[src/sv/pcm_volume_and_rate_doubler_top_defines.svh]
// Assertion macros shared by the RTL of the volume scaler and sample repeater.
// Depends on nothing; included by the files that carry assertions.
`ifndef PCM_VOLUME_AND_RATE_DOUBLER_TOP_DEFINES_SVH
`define PCM_VOLUME_AND_RATE_DOUBLER_TOP_DEFINES_SVH

// Same-cycle implication, disabled during reset.
`define PVRD_ASSERT_NOW(label, clk, rst_n, ante, cons, msg) \
    label: assert property (@(posedge clk) disable iff (!(rst_n)) (ante) |-> (cons)) \
        else $error(msg);

// Next-cycle implication, disabled during reset.
`define PVRD_ASSERT_NEXT(label, clk, rst_n, ante, cons, msg) \
    label: assert property (@(posedge clk) disable iff (!(rst_n)) (ante) |=> (cons)) \
        else $error(msg);

`endif

[src/sv/pvrd_pkg.sv]
// Package of the volume scaler and sample repeater: widths, register indexes,
// rate codes, Q15 factor constants and shared types. Depends on nothing.
package pvrd_pkg;

    localparam int SAMPLE_WIDTH = 16;
    localparam int Q15_SHIFT    = 15;
    localparam int Q15_ONE      = 32768;
    localparam int PERCENT_FULL = 100;

    localparam int VOL_W    = 7;
    localparam int IDX_W    = 2;
    localparam int FACTOR_W = Q15_SHIFT + 1;
    localparam int PROD_W   = SAMPLE_WIDTH + FACTOR_W + 1;
    localparam int REP_W    = 2;

    localparam logic [IDX_W-1:0] CFG_VOLUME   = 2'd0;
    localparam logic [IDX_W-1:0] CFG_CHANNELS = 2'd1;
    localparam logic [IDX_W-1:0] CFG_RATE     = 2'd2;

    localparam logic [1:0] RATE_44K1   = 2'd0;
    localparam logic [1:0] RATE_22K05  = 2'd1;
    localparam logic [1:0] RATE_11K025 = 2'd2;

    localparam logic [1:0] CHAN_MONO = 2'd1;

    // Repeat counts held as count minus one
    localparam logic [REP_W-1:0] REP_ONE  = 2'd0;
    localparam logic [REP_W-1:0] REP_TWO  = 2'd1;
    localparam logic [REP_W-1:0] REP_FOUR = 2'd3;

    localparam logic [VOL_W-1:0] VOL_MAX = VOL_W'(PERCENT_FULL);
    localparam logic [VOL_W-1:0] VOL_RST = 7'd80;
    localparam logic [FACTOR_W-1:0] FACTOR_RST =
        FACTOR_W'(80 * Q15_ONE / PERCENT_FULL);

    // floor(v*32768/100) = v*327 + floor(v*17/25); the last term by reciprocal
    localparam int FINE_PROD_W = VOL_W + 16;
    localparam int VOL_COARSE  = 327;
    localparam int VOL_FINE    = 17 * 2622;
    localparam int FINE_SHIFT  = 16;

    typedef logic signed [SAMPLE_WIDTH-1:0] t_sample;

    typedef struct packed {
        t_sample left;
        t_sample right;
    } t_pair;

    typedef struct packed {
        logic [FACTOR_W-1:0] factor;
        logic                mono;
        logic [REP_W-1:0]    rep_last;
    } t_cfg;

endpackage

[src/sv/pvrd_if.sv]
// Handshake interfaces of the volume scaler: input frames, output frames and
// register writes. Depends on pvrd_pkg.
interface pvrd_in_if;
    logic              valid;
    logic              ready;
    pvrd_pkg::t_sample left_sample;
    pvrd_pkg::t_sample right_sample;
    logic              end_of_block;

    modport source(output valid, left_sample, right_sample, end_of_block, input ready);
    modport sink(input valid, left_sample, right_sample, end_of_block, output ready);
endinterface

interface pvrd_out_if;
    logic              valid;
    logic              ready;
    pvrd_pkg::t_sample left_out;
    pvrd_pkg::t_sample right_out;
    logic              run_last;
    logic              block_end;

    modport source(output valid, left_out, right_out, run_last, block_end, input ready);
    modport sink(input valid, left_out, right_out, run_last, block_end, output ready);
endinterface

interface pvrd_cfg_if;
    logic                         valid;
    logic                         ready;
    logic [pvrd_pkg::IDX_W-1:0]   index;
    logic [pvrd_pkg::VOL_W-1:0]   data;

    modport source(output valid, index, data, input ready);
    modport sink(input valid, index, data, output ready);
endinterface

[src/sv/pcm_volume_and_rate_doubler_top.sv]
// Top level of the volume scaler and sample repeater: registers, input stage,
// Q15 scaler and repeating result register. Depends on pvrd_pkg, pvrd_if and
// the pvrd_* modules.
//
//   channel  | dir | payload                                    | accepted when
//   i_in     | in  | left_sample, right_sample, end_of_block    | valid && ready
//   o_out    | out | left_out, right_out, run_last, block_end    | valid && ready
//   i_cfg    | in  | index (0 volume, 1 channels, 2 rate), data | valid && ready
//
// A frame passes from the input register through the scaler into the result
// register and is shown there 1, 2 or 4 times (rate code 0 or 3, 1, 2), set by
// the repeat counter there. i_cfg is always ready.
// One new frame enters every cycle at one output per frame while o_out is ready.
// A stall on o_out holds the result register and, once the input register
// is full, i_in. Synchronous reset restores volume 80, stereo and one output per frame.
module pcm_volume_and_rate_doubler_top (
    input  logic        i_clk,
    input  logic        i_rst_n,
    pvrd_in_if.sink     i_in,
    pvrd_out_if.source  o_out,
    pvrd_cfg_if.sink    i_cfg
);

    pvrd_pkg::t_cfg  w_cfg;
    pvrd_pkg::t_pair w_raw;
    pvrd_pkg::t_pair w_scaled;

    pvrd_cfg u_cfg (
        .i_clk   (i_clk),
        .i_rst_n (i_rst_n),
        .i_cfg   (i_cfg),
        .o_cfg   (w_cfg)
    );

    pvrd_scale u_scale (
        .i_pair   (w_raw),
        .i_factor (w_cfg.factor),
        .o_pair   (w_scaled)
    );

    pvrd_rep u_rep (
        .i_clk    (i_clk),
        .i_rst_n  (i_rst_n),
        .i_in     (i_in),
        .o_out    (o_out),
        .i_cfg    (w_cfg),
        .o_raw    (w_raw),
        .i_scaled (w_scaled)
    );

endmodule

[src/sv/pvrd_cfg.sv]
// Register file of the volume scaler: saturates volume writes and holds the
// Q15 factor, mono flag and repeat count. Depends on pvrd_pkg and pvrd_if.
module pvrd_cfg (
    input  logic                 i_clk,
    input  logic                 i_rst_n,
    pvrd_cfg_if.sink             i_cfg,
    output pvrd_pkg::t_cfg       o_cfg
);

    logic [pvrd_pkg::VOL_W-1:0]       w_vol;
    logic [pvrd_pkg::FINE_PROD_W-1:0] w_fine;
    logic [pvrd_pkg::FACTOR_W-1:0]    w_coarse;
    logic [pvrd_pkg::FACTOR_W-1:0]    n_factor;
    logic [pvrd_pkg::FACTOR_W-1:0]    r_factor;
    logic                             n_mono;
    logic                             r_mono;
    logic [pvrd_pkg::REP_W-1:0]       n_rep_last;
    logic [pvrd_pkg::REP_W-1:0]       r_rep_last;
    logic                             w_wr;

    assign i_cfg.ready = 1'b1;
    assign w_wr        = i_cfg.valid & i_cfg.ready;

    assign w_vol    = (i_cfg.data > pvrd_pkg::VOL_MAX) ? pvrd_pkg::VOL_MAX : i_cfg.data;
    assign w_coarse = pvrd_pkg::FACTOR_W'(w_vol) * pvrd_pkg::FACTOR_W'(pvrd_pkg::VOL_COARSE);
    assign w_fine   = pvrd_pkg::FINE_PROD_W'(w_vol)
                    * pvrd_pkg::FINE_PROD_W'(pvrd_pkg::VOL_FINE);

    always_comb begin
        n_factor   = r_factor;
        n_mono     = r_mono;
        n_rep_last = r_rep_last;
        if (w_wr) begin
            case (i_cfg.index)
                pvrd_pkg::CFG_VOLUME: begin
                    n_factor = w_coarse
                             + pvrd_pkg::FACTOR_W'(w_fine >> pvrd_pkg::FINE_SHIFT);
                end
                pvrd_pkg::CFG_CHANNELS: begin
                    n_mono = (i_cfg.data[1:0] == pvrd_pkg::CHAN_MONO);
                end
                pvrd_pkg::CFG_RATE: begin
                    case (i_cfg.data[1:0])
                        pvrd_pkg::RATE_22K05:  n_rep_last = pvrd_pkg::REP_TWO;
                        pvrd_pkg::RATE_11K025: n_rep_last = pvrd_pkg::REP_FOUR;
                        default:               n_rep_last = pvrd_pkg::REP_ONE;
                    endcase
                end
                default: begin
                end
            endcase
        end
    end

    always_ff @(posedge i_clk) begin
        if (!i_rst_n) begin
            r_factor   <= pvrd_pkg::FACTOR_RST;
            r_mono     <= 1'b0;
            r_rep_last <= pvrd_pkg::REP_ONE;
        end else begin
            r_factor   <= n_factor;
            r_mono     <= n_mono;
            r_rep_last <= n_rep_last;
        end
    end

    assign o_cfg.factor   = r_factor;
    assign o_cfg.mono     = r_mono;
    assign o_cfg.rep_last = r_rep_last;

endmodule

[src/sv/pvrd_scale.sv]
// Q15 volume multiply of one stereo pair; the floor comes from dropping the
// low product bits. Depends on pvrd_pkg.
module pvrd_scale (
    input  pvrd_pkg::t_pair               i_pair,
    input  logic [pvrd_pkg::FACTOR_W-1:0] i_factor,
    output pvrd_pkg::t_pair               o_pair
);

    logic signed [pvrd_pkg::FACTOR_W:0] w_factor;
    logic signed [pvrd_pkg::PROD_W-1:0] w_prod_l;
    logic signed [pvrd_pkg::PROD_W-1:0] w_prod_r;

    assign w_factor = $signed({1'b0, i_factor});
    assign w_prod_l = i_pair.left * w_factor;
    assign w_prod_r = i_pair.right * w_factor;

    assign o_pair.left  = w_prod_l[pvrd_pkg::Q15_SHIFT +: pvrd_pkg::SAMPLE_WIDTH];
    assign o_pair.right = w_prod_r[pvrd_pkg::Q15_SHIFT +: pvrd_pkg::SAMPLE_WIDTH];

endmodule

[src/sv/pvrd_rep.sv]
// Input register and repeating result register of the volume scaler; the
// scaler sits between them. Depends on pvrd_pkg, pvrd_if and the macro header.
`include "pcm_volume_and_rate_doubler_top_defines.svh"

module pvrd_rep (
    input  logic                 i_clk,
    input  logic                 i_rst_n,
    pvrd_in_if.sink              i_in,
    pvrd_out_if.source           o_out,
    input  pvrd_pkg::t_cfg       i_cfg,
    output pvrd_pkg::t_pair      o_raw,
    input  pvrd_pkg::t_pair      i_scaled
);

    logic                         r_s_vld;
    logic                         n_s_vld;
    pvrd_pkg::t_pair              r_s_pair;
    pvrd_pkg::t_pair              n_s_pair;
    logic                         r_s_eob;
    logic                         n_s_eob;
    logic [pvrd_pkg::REP_W-1:0]   r_s_rep;
    logic [pvrd_pkg::REP_W-1:0]   n_s_rep;

    logic                         r_o_vld;
    logic                         n_o_vld;
    pvrd_pkg::t_pair              r_o_pair;
    pvrd_pkg::t_pair              n_o_pair;
    logic                         r_o_eob;
    logic                         n_o_eob;
    logic [pvrd_pkg::REP_W-1:0]   r_o_cnt;
    logic [pvrd_pkg::REP_W-1:0]   n_o_cnt;

    logic                         w_out_fire;
    logic                         w_out_free;
    logic                         w_load;
    logic                         w_in_fire;

    assign w_out_fire  = r_o_vld & o_out.ready;
    assign w_out_free  = !r_o_vld | (w_out_fire & (r_o_cnt == pvrd_pkg::REP_ONE));
    assign w_load      = r_s_vld & w_out_free;
    assign i_in.ready  = !r_s_vld | w_load;
    assign w_in_fire   = i_in.valid & i_in.ready;

    always_comb begin
        n_s_vld  = r_s_vld;
        n_s_pair = r_s_pair;
        n_s_eob  = r_s_eob;
        n_s_rep  = r_s_rep;
        if (w_in_fire) begin
            n_s_vld        = 1'b1;
            n_s_pair.left  = i_in.left_sample;
            n_s_pair.right = i_cfg.mono ? i_in.left_sample : i_in.right_sample;
            n_s_eob        = i_in.end_of_block;
            n_s_rep        = i_cfg.rep_last;
        end else if (w_load) begin
            n_s_vld = 1'b0;
        end
    end

    always_comb begin
        n_o_vld  = r_o_vld;
        n_o_pair = r_o_pair;
        n_o_eob  = r_o_eob;
        n_o_cnt  = r_o_cnt;
        if (w_load) begin
            n_o_vld  = 1'b1;
            n_o_pair = i_scaled;
            n_o_eob  = r_s_eob;
            n_o_cnt  = r_s_rep;
        end else if (w_out_fire) begin
            if (r_o_cnt == pvrd_pkg::REP_ONE) begin
                n_o_vld = 1'b0;
            end else begin
                n_o_cnt = r_o_cnt - 1'b1;
            end
        end
    end

    always_ff @(posedge i_clk) begin
        if (!i_rst_n) begin
            r_s_vld <= 1'b0;
            r_o_vld <= 1'b0;
            r_s_rep <= pvrd_pkg::REP_ONE;
            r_o_cnt <= pvrd_pkg::REP_ONE;
        end else begin
            r_s_vld <= n_s_vld;
            r_o_vld <= n_o_vld;
            r_s_rep <= n_s_rep;
            r_o_cnt <= n_o_cnt;
        end
    end

    always_ff @(posedge i_clk) begin
        r_s_pair <= n_s_pair;
        r_s_eob  <= n_s_eob;
        r_o_pair <= n_o_pair;
        r_o_eob  <= n_o_eob;
    end

    assign o_raw           = r_s_pair;
    assign o_out.valid     = r_o_vld;
    assign o_out.left_out  = r_o_pair.left;
    assign o_out.right_out = r_o_pair.right;
    assign o_out.run_last  = (r_o_cnt == pvrd_pkg::REP_ONE);
    assign o_out.block_end = r_o_eob & (r_o_cnt == pvrd_pkg::REP_ONE);

    `PVRD_ASSERT_NEXT(a_load_shows, i_clk, i_rst_n, w_load, r_o_vld, "loaded frame not shown")
    `PVRD_ASSERT_NEXT(a_stall_holds_cnt, i_clk, i_rst_n, r_o_vld && !o_out.ready,
        r_o_vld && $stable(r_o_cnt), "repeat count moved under stall")
    `PVRD_ASSERT_NEXT(a_cnt_steps, i_clk, i_rst_n,
        w_out_fire && (r_o_cnt != pvrd_pkg::REP_ONE) && !w_load,
        r_o_vld && (r_o_cnt == $past(r_o_cnt) - 1'b1), "repeat count skipped")
    `PVRD_ASSERT_NEXT(a_stage_kept, i_clk, i_rst_n, r_s_vld && !w_load,
        r_s_vld, "input stage dropped")
    `PVRD_ASSERT_NOW(a_no_load_midrun, i_clk, i_rst_n,
        w_load && r_o_vld, w_out_fire && (r_o_cnt == pvrd_pkg::REP_ONE),
        "run overwritten")

endmodule
[src/flat_wrapper.sv]
// flat-port wrapper written by rule: the top's interface ports become plain ports
module pcm_volume_and_rate_doubler_top_flat 
  (i_clk, i_rst_n, i_in_valid, i_in_left_sample, i_in_right_sample, i_in_end_of_block, i_in_ready, o_out_valid, o_out_left_out, o_out_right_out, o_out_run_last, o_out_block_end, o_out_ready, i_cfg_valid, i_cfg_index, i_cfg_data, i_cfg_ready);
  pvrd_in_if i_in_i ();
  pvrd_out_if o_out_i ();
  pvrd_cfg_if i_cfg_i ();
  input  logic i_clk;
  input  logic i_rst_n;
  input wire logic [$bits(i_in_i.valid)-1:0] i_in_valid;
  input wire logic [$bits(i_in_i.left_sample)-1:0] i_in_left_sample;
  input wire logic [$bits(i_in_i.right_sample)-1:0] i_in_right_sample;
  input wire logic [$bits(i_in_i.end_of_block)-1:0] i_in_end_of_block;
  output wire logic [$bits(i_in_i.ready)-1:0] i_in_ready;
  output wire logic [$bits(o_out_i.valid)-1:0] o_out_valid;
  output wire logic [$bits(o_out_i.left_out)-1:0] o_out_left_out;
  output wire logic [$bits(o_out_i.right_out)-1:0] o_out_right_out;
  output wire logic [$bits(o_out_i.run_last)-1:0] o_out_run_last;
  output wire logic [$bits(o_out_i.block_end)-1:0] o_out_block_end;
  input wire logic [$bits(o_out_i.ready)-1:0] o_out_ready;
  input wire logic [$bits(i_cfg_i.valid)-1:0] i_cfg_valid;
  input wire logic [$bits(i_cfg_i.index)-1:0] i_cfg_index;
  input wire logic [$bits(i_cfg_i.data)-1:0] i_cfg_data;
  output wire logic [$bits(i_cfg_i.ready)-1:0] i_cfg_ready;
  assign i_in_i.valid = i_in_valid;
  assign i_in_i.left_sample = i_in_left_sample;
  assign i_in_i.right_sample = i_in_right_sample;
  assign i_in_i.end_of_block = i_in_end_of_block;
  assign i_in_ready = i_in_i.ready;
  assign o_out_valid = o_out_i.valid;
  assign o_out_left_out = o_out_i.left_out;
  assign o_out_right_out = o_out_i.right_out;
  assign o_out_run_last = o_out_i.run_last;
  assign o_out_block_end = o_out_i.block_end;
  assign o_out_i.ready = o_out_ready;
  assign i_cfg_i.valid = i_cfg_valid;
  assign i_cfg_i.index = i_cfg_index;
  assign i_cfg_i.data = i_cfg_data;
  assign i_cfg_ready = i_cfg_i.ready;
  pcm_volume_and_rate_doubler_top u_core (.i_clk(i_clk), .i_rst_n(i_rst_n), .i_in(i_in_i), .o_out(o_out_i), .i_cfg(i_cfg_i));
endmodule
[config.mk]
export PLATFORM = sky130hd
export DESIGN_NAME = pcm_volume_and_rate_doubler_top_flat
export DESIGN_NICKNAME = d
export VERILOG_FILES = /design/src/sv/pvrd_pkg.sv /design/src/sv/pvrd_if.sv /design/src/sv/pcm_volume_and_rate_doubler_top.sv /design/src/sv/pvrd_cfg.sv /design/src/sv/pvrd_scale.sv /design/src/sv/pvrd_rep.sv /design/src/flat_wrapper.sv
export VERILOG_INCLUDE_DIRS = /design/src /design/src/sv
export SDC_FILE = /design/constraint.sdc
export NUM_CORES = 1
export LEC_CHECK = 0
export BUFFER_PORTS_ARGS = -buffer_cell sky130_fd_sc_hd__buf_2
export CAP_MARGIN = 20
export CORE_UTILIZATION = 25
export CTS_CLUSTER_DIAMETER = 120
export DETAILED_ROUTE_END_ITERATION = 6
export GPL_TIMING_DRIVEN = 0
export PLACE_DENSITY = 0.5
export SLEW_MARGIN = 20
export SYNTH_ARGS = -nofsm -noshare
export SYNTH_HDL_FRONTEND = slang
export SYNTH_SLANG_ARGS = --single-unit
[constraint.sdc]
create_clock -name i_clk -period 14.45 [get_ports i_clk]
set_clock_uncertainty 0.15 [all_clocks]
set_input_delay 1.445 -clock i_clk [delete_from_list [all_inputs] [get_ports i_clk]]
set_output_delay 1.445 -clock i_clk [all_outputs]
set_load 0.01 [all_outputs]
==> flow_summary_export.csv, run 1 <==
group,metric,value,unit
run,cap_violations,0,
clock_network,cts_resized,0,
placed_design,place_hpwl,50.36,mm
synth,synth.cell_area,22220,um^2
timing,tns,0,ps
clock_network,cts-buffers-inserted,9,
clock_network,clockBufferDepth,2,
worst_setup_path,required,14600,ps
worst_setup_path,critical_path.max_stage_delay,620,ps
clock_network,root_buffer,"clkbuf_16",
synth,synth_flop_cell,"edfxtp_1",
synth,synth_seq_cells,91,
synth,syn_avg_cell_area,9.400,um^2
drt,wl_per_cell,16.57,um
drt,routed_wl,60.03,mm
synth,synth-async-reset-ratio,0,
floorplan,rows,108,
drt,drt_iter0_drc,784,
worst_setup_path,critical_path_class,"in2reg",
worst_setup_path,cpMostUsedCell,"inv_1",
synth,yosysTopAreaCellShare,0.3739,
timing,period_needed,9401,ps
floorplan,die_w,300.1,um
cells_and_area,nFillCells,9418,
drt,met1_length,25.90,mm
drt,drtPass1Iterations,4,
cells_and_area,final_nets,3238,
worst_setup_path,worstPathArrival,9550,ps
drt,route.detailed.drc,0,
drt,wl_met2,29.14,mm
synth,syn_inst,2364,
worst_setup_path,endpoint_kind,"flip-flop",
clock_network,cts_hold_buf,0,
clock_network,clk_latency,410,ps
floorplan,ioPinCount,84,
clock_network,cts_tree,"done",
worst_setup_path,timing.critical_path.buf_inv,8,
cells_and_area,area_growth,9.916,%
clock_network,h-tree-depth,3,
drt,top_layer,"met5",
timing,rsz0062_at_grt,"no",
floorplan,core,87430,um^2
global_route,antenna_found_initial,9,
drt,routed_via_density,4.400,
cells_and_area,ff_latch_area,2482,um^2
synth,syn_nets,3143,
drt,routed-wl-met3,4.070,mm
min_path,min_path_type,"reg2reg",
timing,setup_viol_count_final,0,
global_route,grt_pass1_wl,94.40,mm
global_route,grt_pass1_vias,16680,
global_route,overflow,0,
global_route,grt.total_usage,0.1397,
drt,ant_nets,0,
placed_design,port-buffer-count,82,
worst_setup_path,slowest_stage,"a2111oi_0",
timing,drv_slew,0,
worst_setup_path,cp_max_fo,7,
timing,finalHoldViolCount,0,
synth,synth-edff-count,66,
floorplan,die_h,300.1,um
global_route,grt_max_degree,25,
timing,period_share,0.6506,
clock_network,clock_sinks,91,
timing,max_slew_margin,0.2864,
drt,num_vias,15950,
timing,tightestPinTransition,1070,ps
synth,yosysTopAreaCell,"fa_1",
timing,fmaxAchievable,106.4,MHz
worst_setup_path,crit_family,"adder cells",
clock_network,clkTransAtPathRegs,80,ps
clock_network,postCtsSetupBuffers,0,
synth,synth_warnings,0,
cells_and_area,drive_gt1_frac,0.05601,
placed_design,gp_congestion,0.8673,
synth,ys_seq_area_frac,0.1117,
outcome,status,"completed",
cells_and_area,multiInputGateArea,17350,um^2
floorplan,die-area,90080,um^2
synth,synthTopCellsByArea,"fa_1 37%, ha_1 18%, inv_1 9.2%",
synth,synth_cell_type_count,64,
floorplan,start_util,0.2542,
worst_setup_path,critPathLaunchType,"input pin",
[area by class of cell]
type                            count  area share
Antenna cell                        5   0.0005123
Buffer                             91     0.01419
Clock buffer                        9    0.009221
Clock inverter                      7    0.002305
Inverter                          547     0.08406
Multi-Input combinational cell   1635      0.7105
Sequential cell                    91      0.1016
Tap cell                         1155     0.05917
Timing Repair Buffer               84     0.01844
[path summary, 6_finish.rpt]
check                           startpoint                              end  slack, ps  depth (start not counted)
hold reg to reg       u_core.u_rep.r_s_eob             u_core.u_rep.r_o_eob        280                          0
setup reg to reg  u_core.u_cfg.r_factor[0]  u_core.u_rep.o_out.left_out[14]       7120                         22
setup / recovery             i_cfg_data[0]        u_core.u_cfg.r_factor[15]       5050                         36
hold / removal        u_core.u_rep.r_s_eob             u_core.u_rep.r_o_eob        280                          0
[per-layer routing]
layer,up-vias,GRT usage
li1,7384,-
met1,8134,0.1794
met2,363,0.2372
met3,55,0.03295
met4,10,0.02976
met5,-,0
[synth_stat cells (10+ instances only)]
master	instances
o21ai_0	22
dfxtp_1	25
edfxtp_1	66
nor2b_1	11
a211oi_1	10
and2_1	198
nand2b_1	34
xor2_1	18
xnor2_1	32
nand2_1	330
nor3_1	17
nand3_1	16
clkbuf_1	90
mux2_2	16
a21oi_1	41
fa_1	415
inv_1	547
ha_1	317
nor2_1	40
a21o_1	12
[sequential cells by signal, summed over array words and instances (netlist names)]
signal / cells
u_core.u_rep.o_out.left_out: 16
u_core.u_rep.o_raw: 32
u_core.u_cfg.r_mono: 1
u_core.u_rep.r_o_cnt: 2
u_core.u_cfg.r_factor: 16
u_core.u_rep.r_o_eob: 1
u_core.u_rep.o_out.right_out: 16
u_core.u_rep.r_s_vld: 1
u_core.u_rep.o_out.valid: 1
u_core.u_rep.r_s_eob: 1
u_core.u_rep.r_s_rep: 2
u_core.u_cfg.r_rep_last: 2
[placed cells by master, fill, tap and decap left out, types with 3 or more instances in the layout]
master     count
nand2_1      330
buf_2         82
nor2b_1       10
nor3_1        17
and3_1         7
nand3b_1       4
nand2b_1      34
a31oi_1        5
nor4_1         3
inv_1        547
o21a_1         6
o211ai_1       7
clkbuf_1      89
ha_1         317
nand3_1       16
a21o_1        12
edfxtp_1      66
o21ai_1        6
mux2i_1        4
fa_1         415
mux2_2        16
nor2_1        40
and2_1       198
nand4_1        8
dfxtp_1       25
o21ai_0       22
xnor2_1       32
o21bai_1       4
xor2_1        18
a211oi_1      10
a21oi_1       41
or2_2          4
clkbuf_16      9
a21boi_0       6
diode_2        5
[kinds of logic after synthesis]
family / after synthesis / synth area share
fa+ha+maj: 732 / 0.5524
simple gates: 681 / 0.1489
buf+inv: 638 / 0.1079
compound gates: 151 / 0.04927
flops: 91 / 0.1117
xor+xnor: 50 / 0.01971
mux: 20 / 0.009910
other cells: 1 / 0.0001688
[stage by stage]
step                      hold WS (ps)    util  setup slack [ps]  instance area, um^2  cells
final                            280.6  0.2794              5049                24420   3624
after floorplan                  250.3       -              5829                22220   2364
after global routing             294.9  0.2793              4393                24410   3620
after detailed placement         260.5  0.2760              4535                24130   3603
after CTS                        280.0  0.2792              4957                24410   3619
after global placement           253.6  0.2754              4587                24080   3601
[worst reg2reg max path, stage by stage, from the launching register on]
cell	delay, ps
dfxtp_1	590
clkbuf_1	650
clkbuf_1	550
and2_1	240
fa_1	170
inv_1	50
fa_1	400
fa_1	500
inv_1	50
fa_1	560
inv_1	60
fa_1	480
inv_1	50
fa_1	430
ha_1	330
a21oi_1	70
o21ai_1	180
nor4_1	90
a211oi_1	590
a31oi_1	290
a21oi_1	350
a21oi_1	130
xnor2_1	140
Power of run 1 is left out: the tool's default activity adds up to more than one toggle a clock period on the data nets, which glitch-free logic cannot reach.
==> inputs of run 2 (changes only) <==
--- a/config.mk
+++ b/config.mk
@@ -6,13 +6,14 @@
 export SDC_FILE = /design/constraint.sdc
 export NUM_CORES = 1
 export LEC_CHECK = 0
+export ABC_AREA = 1
 export BUFFER_PORTS_ARGS = -buffer_cell sky130_fd_sc_hd__buf_2
 export CAP_MARGIN = 20
 export CORE_UTILIZATION = 25
 export CTS_CLUSTER_DIAMETER = 120
 export DETAILED_ROUTE_END_ITERATION = 6
 export GPL_TIMING_DRIVEN = 0
-export PLACE_DENSITY = 0.5
+export PLACE_DENSITY = 0.51
 export SLEW_MARGIN = 20
 export SYNTH_ARGS = -nofsm -noshare
 export SYNTH_HDL_FRONTEND = slang
==> constraint.sdc (replaced) <==
create_clock -name i_clk -period 8.5 [get_ports i_clk]
set_clock_uncertainty 0.15 [all_clocks]
set_input_delay 0.85 -clock i_clk [delete_from_list [all_inputs] [get_ports i_clk]]
set_output_delay 0.85 -clock i_clk [all_outputs]
set_load 0.01 [all_outputs]
==> run 2 against run 1 <==
  * Register-to-register slack lost 5500 ps
  * Critical path depth grew 3
  * Count of clock-buffer cells in the layout is the same
  * Via count grew 22%
  * Cell count grew 23%
  * Utilization shrank 0.052 points
  * Setup slack lost 4300 ps
  * Global-route usage grew 0.97 points
  * Non-clock buffer count grew 27
  * First-iteration DRC count grew 51%
  * Die area grew 9.0%
  * Critical endpoint is now u_core.u_cfg.r_factor[8]
==> flow_summary_export.csv, run 2 <==
group,metric,value,unit
outcome,status,"completed",
timing,period_needed,7737,ps
timing,tns,0,ps
worst_setup_path,reg2reg_to,"u_core.u_rep.o_out.left_out[15]",
synth,syn_nets,3884,
worst_setup_path,worstPathArrival,7910,ps
global_route,grt.total_usage,0.1493,
clock_network,postCtsSetupBuffers,0,
cells_and_area,layout_commonest_cell,"inv_1",
floorplan,start_util,0.2539,
min_path,whs_path_depth,0,
cells_and_area,final_nets,3980,
worst_setup_path,reg2reg_depth,23,
clock_network,clockBufferDepth,2,
run,cap_violations,0,
synth,synthTopCellsByArea,"fa_1 34%, ha_1 16%, inv_1 14%",
synth,synth_xor_area_frac,0.01229,
synth,yosysMostFrequentCell,"inv_1",
synth,synth.cell_area,24230,um^2
synth,yosysTopAreaCell,"fa_1",
cells_and_area,largest_reg_flops,32,
synth,synth_seq_cells,91,
synth,synthMuxAreaShare,0.007436,
clock_network,cts_hold_buf,0,
worst_setup_path,critical_path.max_stage_delay,650,ps
worst_setup_path,rrSetupSlack,1580,ps
min_path,min_path_type,"reg2reg",
clock_network,clock_sinks,91,
cells_and_area,post-route-util,0.2788,
drt,drtPass1Iterations,5,
synth,yosysTopAreaCellShare,0.3429,
timing,setup_viol_count_final,0,
synth,synthTopCellsByCount,"883 x inv_1, 775 x nand2_1, 415 x fa_1",
clock_network,clk_latency,430,ps
min_path,worst_hold_path.endpoint,"u_core.u_rep.r_o_eob",
clock_network,cts_tree,"done",
cells_and_area,postLayoutCellArea,26610,um^2
synth,synth_warnings,0,
global_route,overflow,0,
worst_setup_path,cpMostUsedCell,"nand2_1",
worst_setup_path,endpoint_kind,"flip-flop",
synth,syn_avg_cell_area,7.804,um^2
synth,synth-edff-count,66,
drt,num_vias,19490,
floorplan,die_w,313.3,um
synth,synth_flop_cell,"edfxtp_1",
worst_setup_path,critical_path_class,"in2reg",
timing,finalHoldViolCount,0,
timing,period_share,0.9103,
clock_network,root_buffer,"clkbuf_16",
cells_and_area,final_cell_mix,"882 x inv_1, 775 x nand2_1, 415 x fa_1",
timing,max_slew_margin,0.2934,
global_route,grt_pass1_wl,111.5,mm
synth,synth-async-reset-ratio,0,
global_route,grt_pass1_vias,20190,
worst_setup_path,crit_path_start,"i_cfg_data[0]",
worst_setup_path,cp_max_fo,7,
worst_setup_path,required,8670,ps
synth,synth_compound_area_frac,0.05122,
cells_and_area,area_growth,9.827,%
synth,synth_top_family_by_area,"adder cells",
min_path,hp-start,"u_core.u_rep.r_s_eob",
placed_design,place_hpwl,60.03,mm
synth,syn_inst,3105,
drt,routed_via_density,4.358,
placed_design,port-buffer-count,82,
drt,wl_per_cell,15.80,um
floorplan,die_h,313.3,um
timing,rsz0062_at_grt,"no",
timing,drv_slew,0,
placed_design,gp_congestion,0.8884,
timing,fmaxAchievable,129.2,MHz
placed_design,placed_area,26290,um^2
timing,tightestPinTransition,1060,ps
worst_setup_path,slowest_stage,"fa_1",
floorplan,rows,113,
drt,ant_nets,0,
clock_network,clkTransAtPathRegs,90,ps
synth,synthAdderAreaFrac,0.5066,
clock_network,h-tree-depth,3,
worst_setup_path,critPathLaunchType,"input pin",
clock_network,cts-buffers-inserted,9,
drt,route.detailed.drc,0,
synth,ys_seq_area_frac,0.1024,
floorplan,ioPinCount,84,
floorplan,core,95440,um^2
synth,yosys.area_share.simple,0.1643,
global_route,grt_max_degree,32,
drt,routed_wl,70.68,mm
global_route,antenna_found_initial,1,
worst_setup_path,reg2reg_from,"u_core.u_rep.o_raw[18]",
cells_and_area,nFillCells,10580,
cells_and_area,drive_gt1_frac,0.04523,
synth,synth_cell_type_count,42,
floorplan,die-area,98170,um^2
drt,drt_iter0_drc,1187,
-- run 2: worst max-delay path by stage --
stage,endpoint,cells past startpoint
detailed placement,u_core.u_cfg.r_factor[8],41
finish,u_core.u_cfg.r_factor[8],39
global placement,u_core.u_cfg.r_factor[8],41
CTS,u_core.u_cfg.r_factor[8],41
floorplan,u_core.u_cfg.r_factor[9],37
global route,u_core.u_cfg.r_factor[11],40
-- run 2: layout make-up --
type	instances	area [um^2]	share of cell area
well taps	1265	1583	0.05948
multi-input cells	2013	17990	0.6762
flip-flops and latches	91	2482	0.09328
repair buffers	85	470.5	0.01768
plain buffers	117	451.7	0.01697
clock buffers	9	225.2	0.008463
inverters	884	3318	0.1247
clock inverters	7	81.33	0.003056
diodes	2	5.005	0.0001881
-- run 2: critical path: cells and delay by family --
family	cells	cell delay, ps
adders and majority gates	10	4080
AOI/OAI and AO/OA	5	900
and+or+nand+nor	15	1350
buffers and inverters	9	740
-- run 2: stage by stage --
| stage | setup slack [ps] | hold WS [ps] | std cells |
|---|---|---|---|
| 6_report | 762.7 | 283.3 | 4473 |
| 5_1_grt | 68.55 | 280.4 | 4471 |
| 4_1_cts | 638.5 | 277.4 | 4471 |
| 3_5_place_dp | 194.3 | 271.5 | 4455 |
| 3_3_place_gp | 230.8 | 251.8 | 4452 |
| 2_1_floorplan | 1311 | 250.3 | 3105 |
-- run 2: routing by layer --
| metal | GRT usage | wire length [um] |
|---|---|---|
| met1 | 0.2019 | 32050 |
| met5 | 0 | 17 |
| met4 | 0.03603 | 1263 |
| met2 | 0.2476 | 32960 |
| met3 | 0.02487 | 4393 |
-- run 2: cells by family (layout without fill, tap and decap cells) --
| kind of cell | count (synthesis) | in the layout |
|---|---|---|
| flops | 91 | 91 |
| fa+ha+maj | 732 | 732 |
| xor+xnor | 34 | 34 |
| compound gates | 223 | 223 |
| buf+inv | 1001 | 1102 |
| mux | 16 | 16 |
| simple gates | 1007 | 1007 |
| other cells | 1 | 3 |
-- run 2: repair_timing --
action	in CTS	in global routing
hold endpoints to repair	0	0
gates resized for setup	0	2
setup endpoints to repair	0	2
Power of run 2 is left out for the same reason.
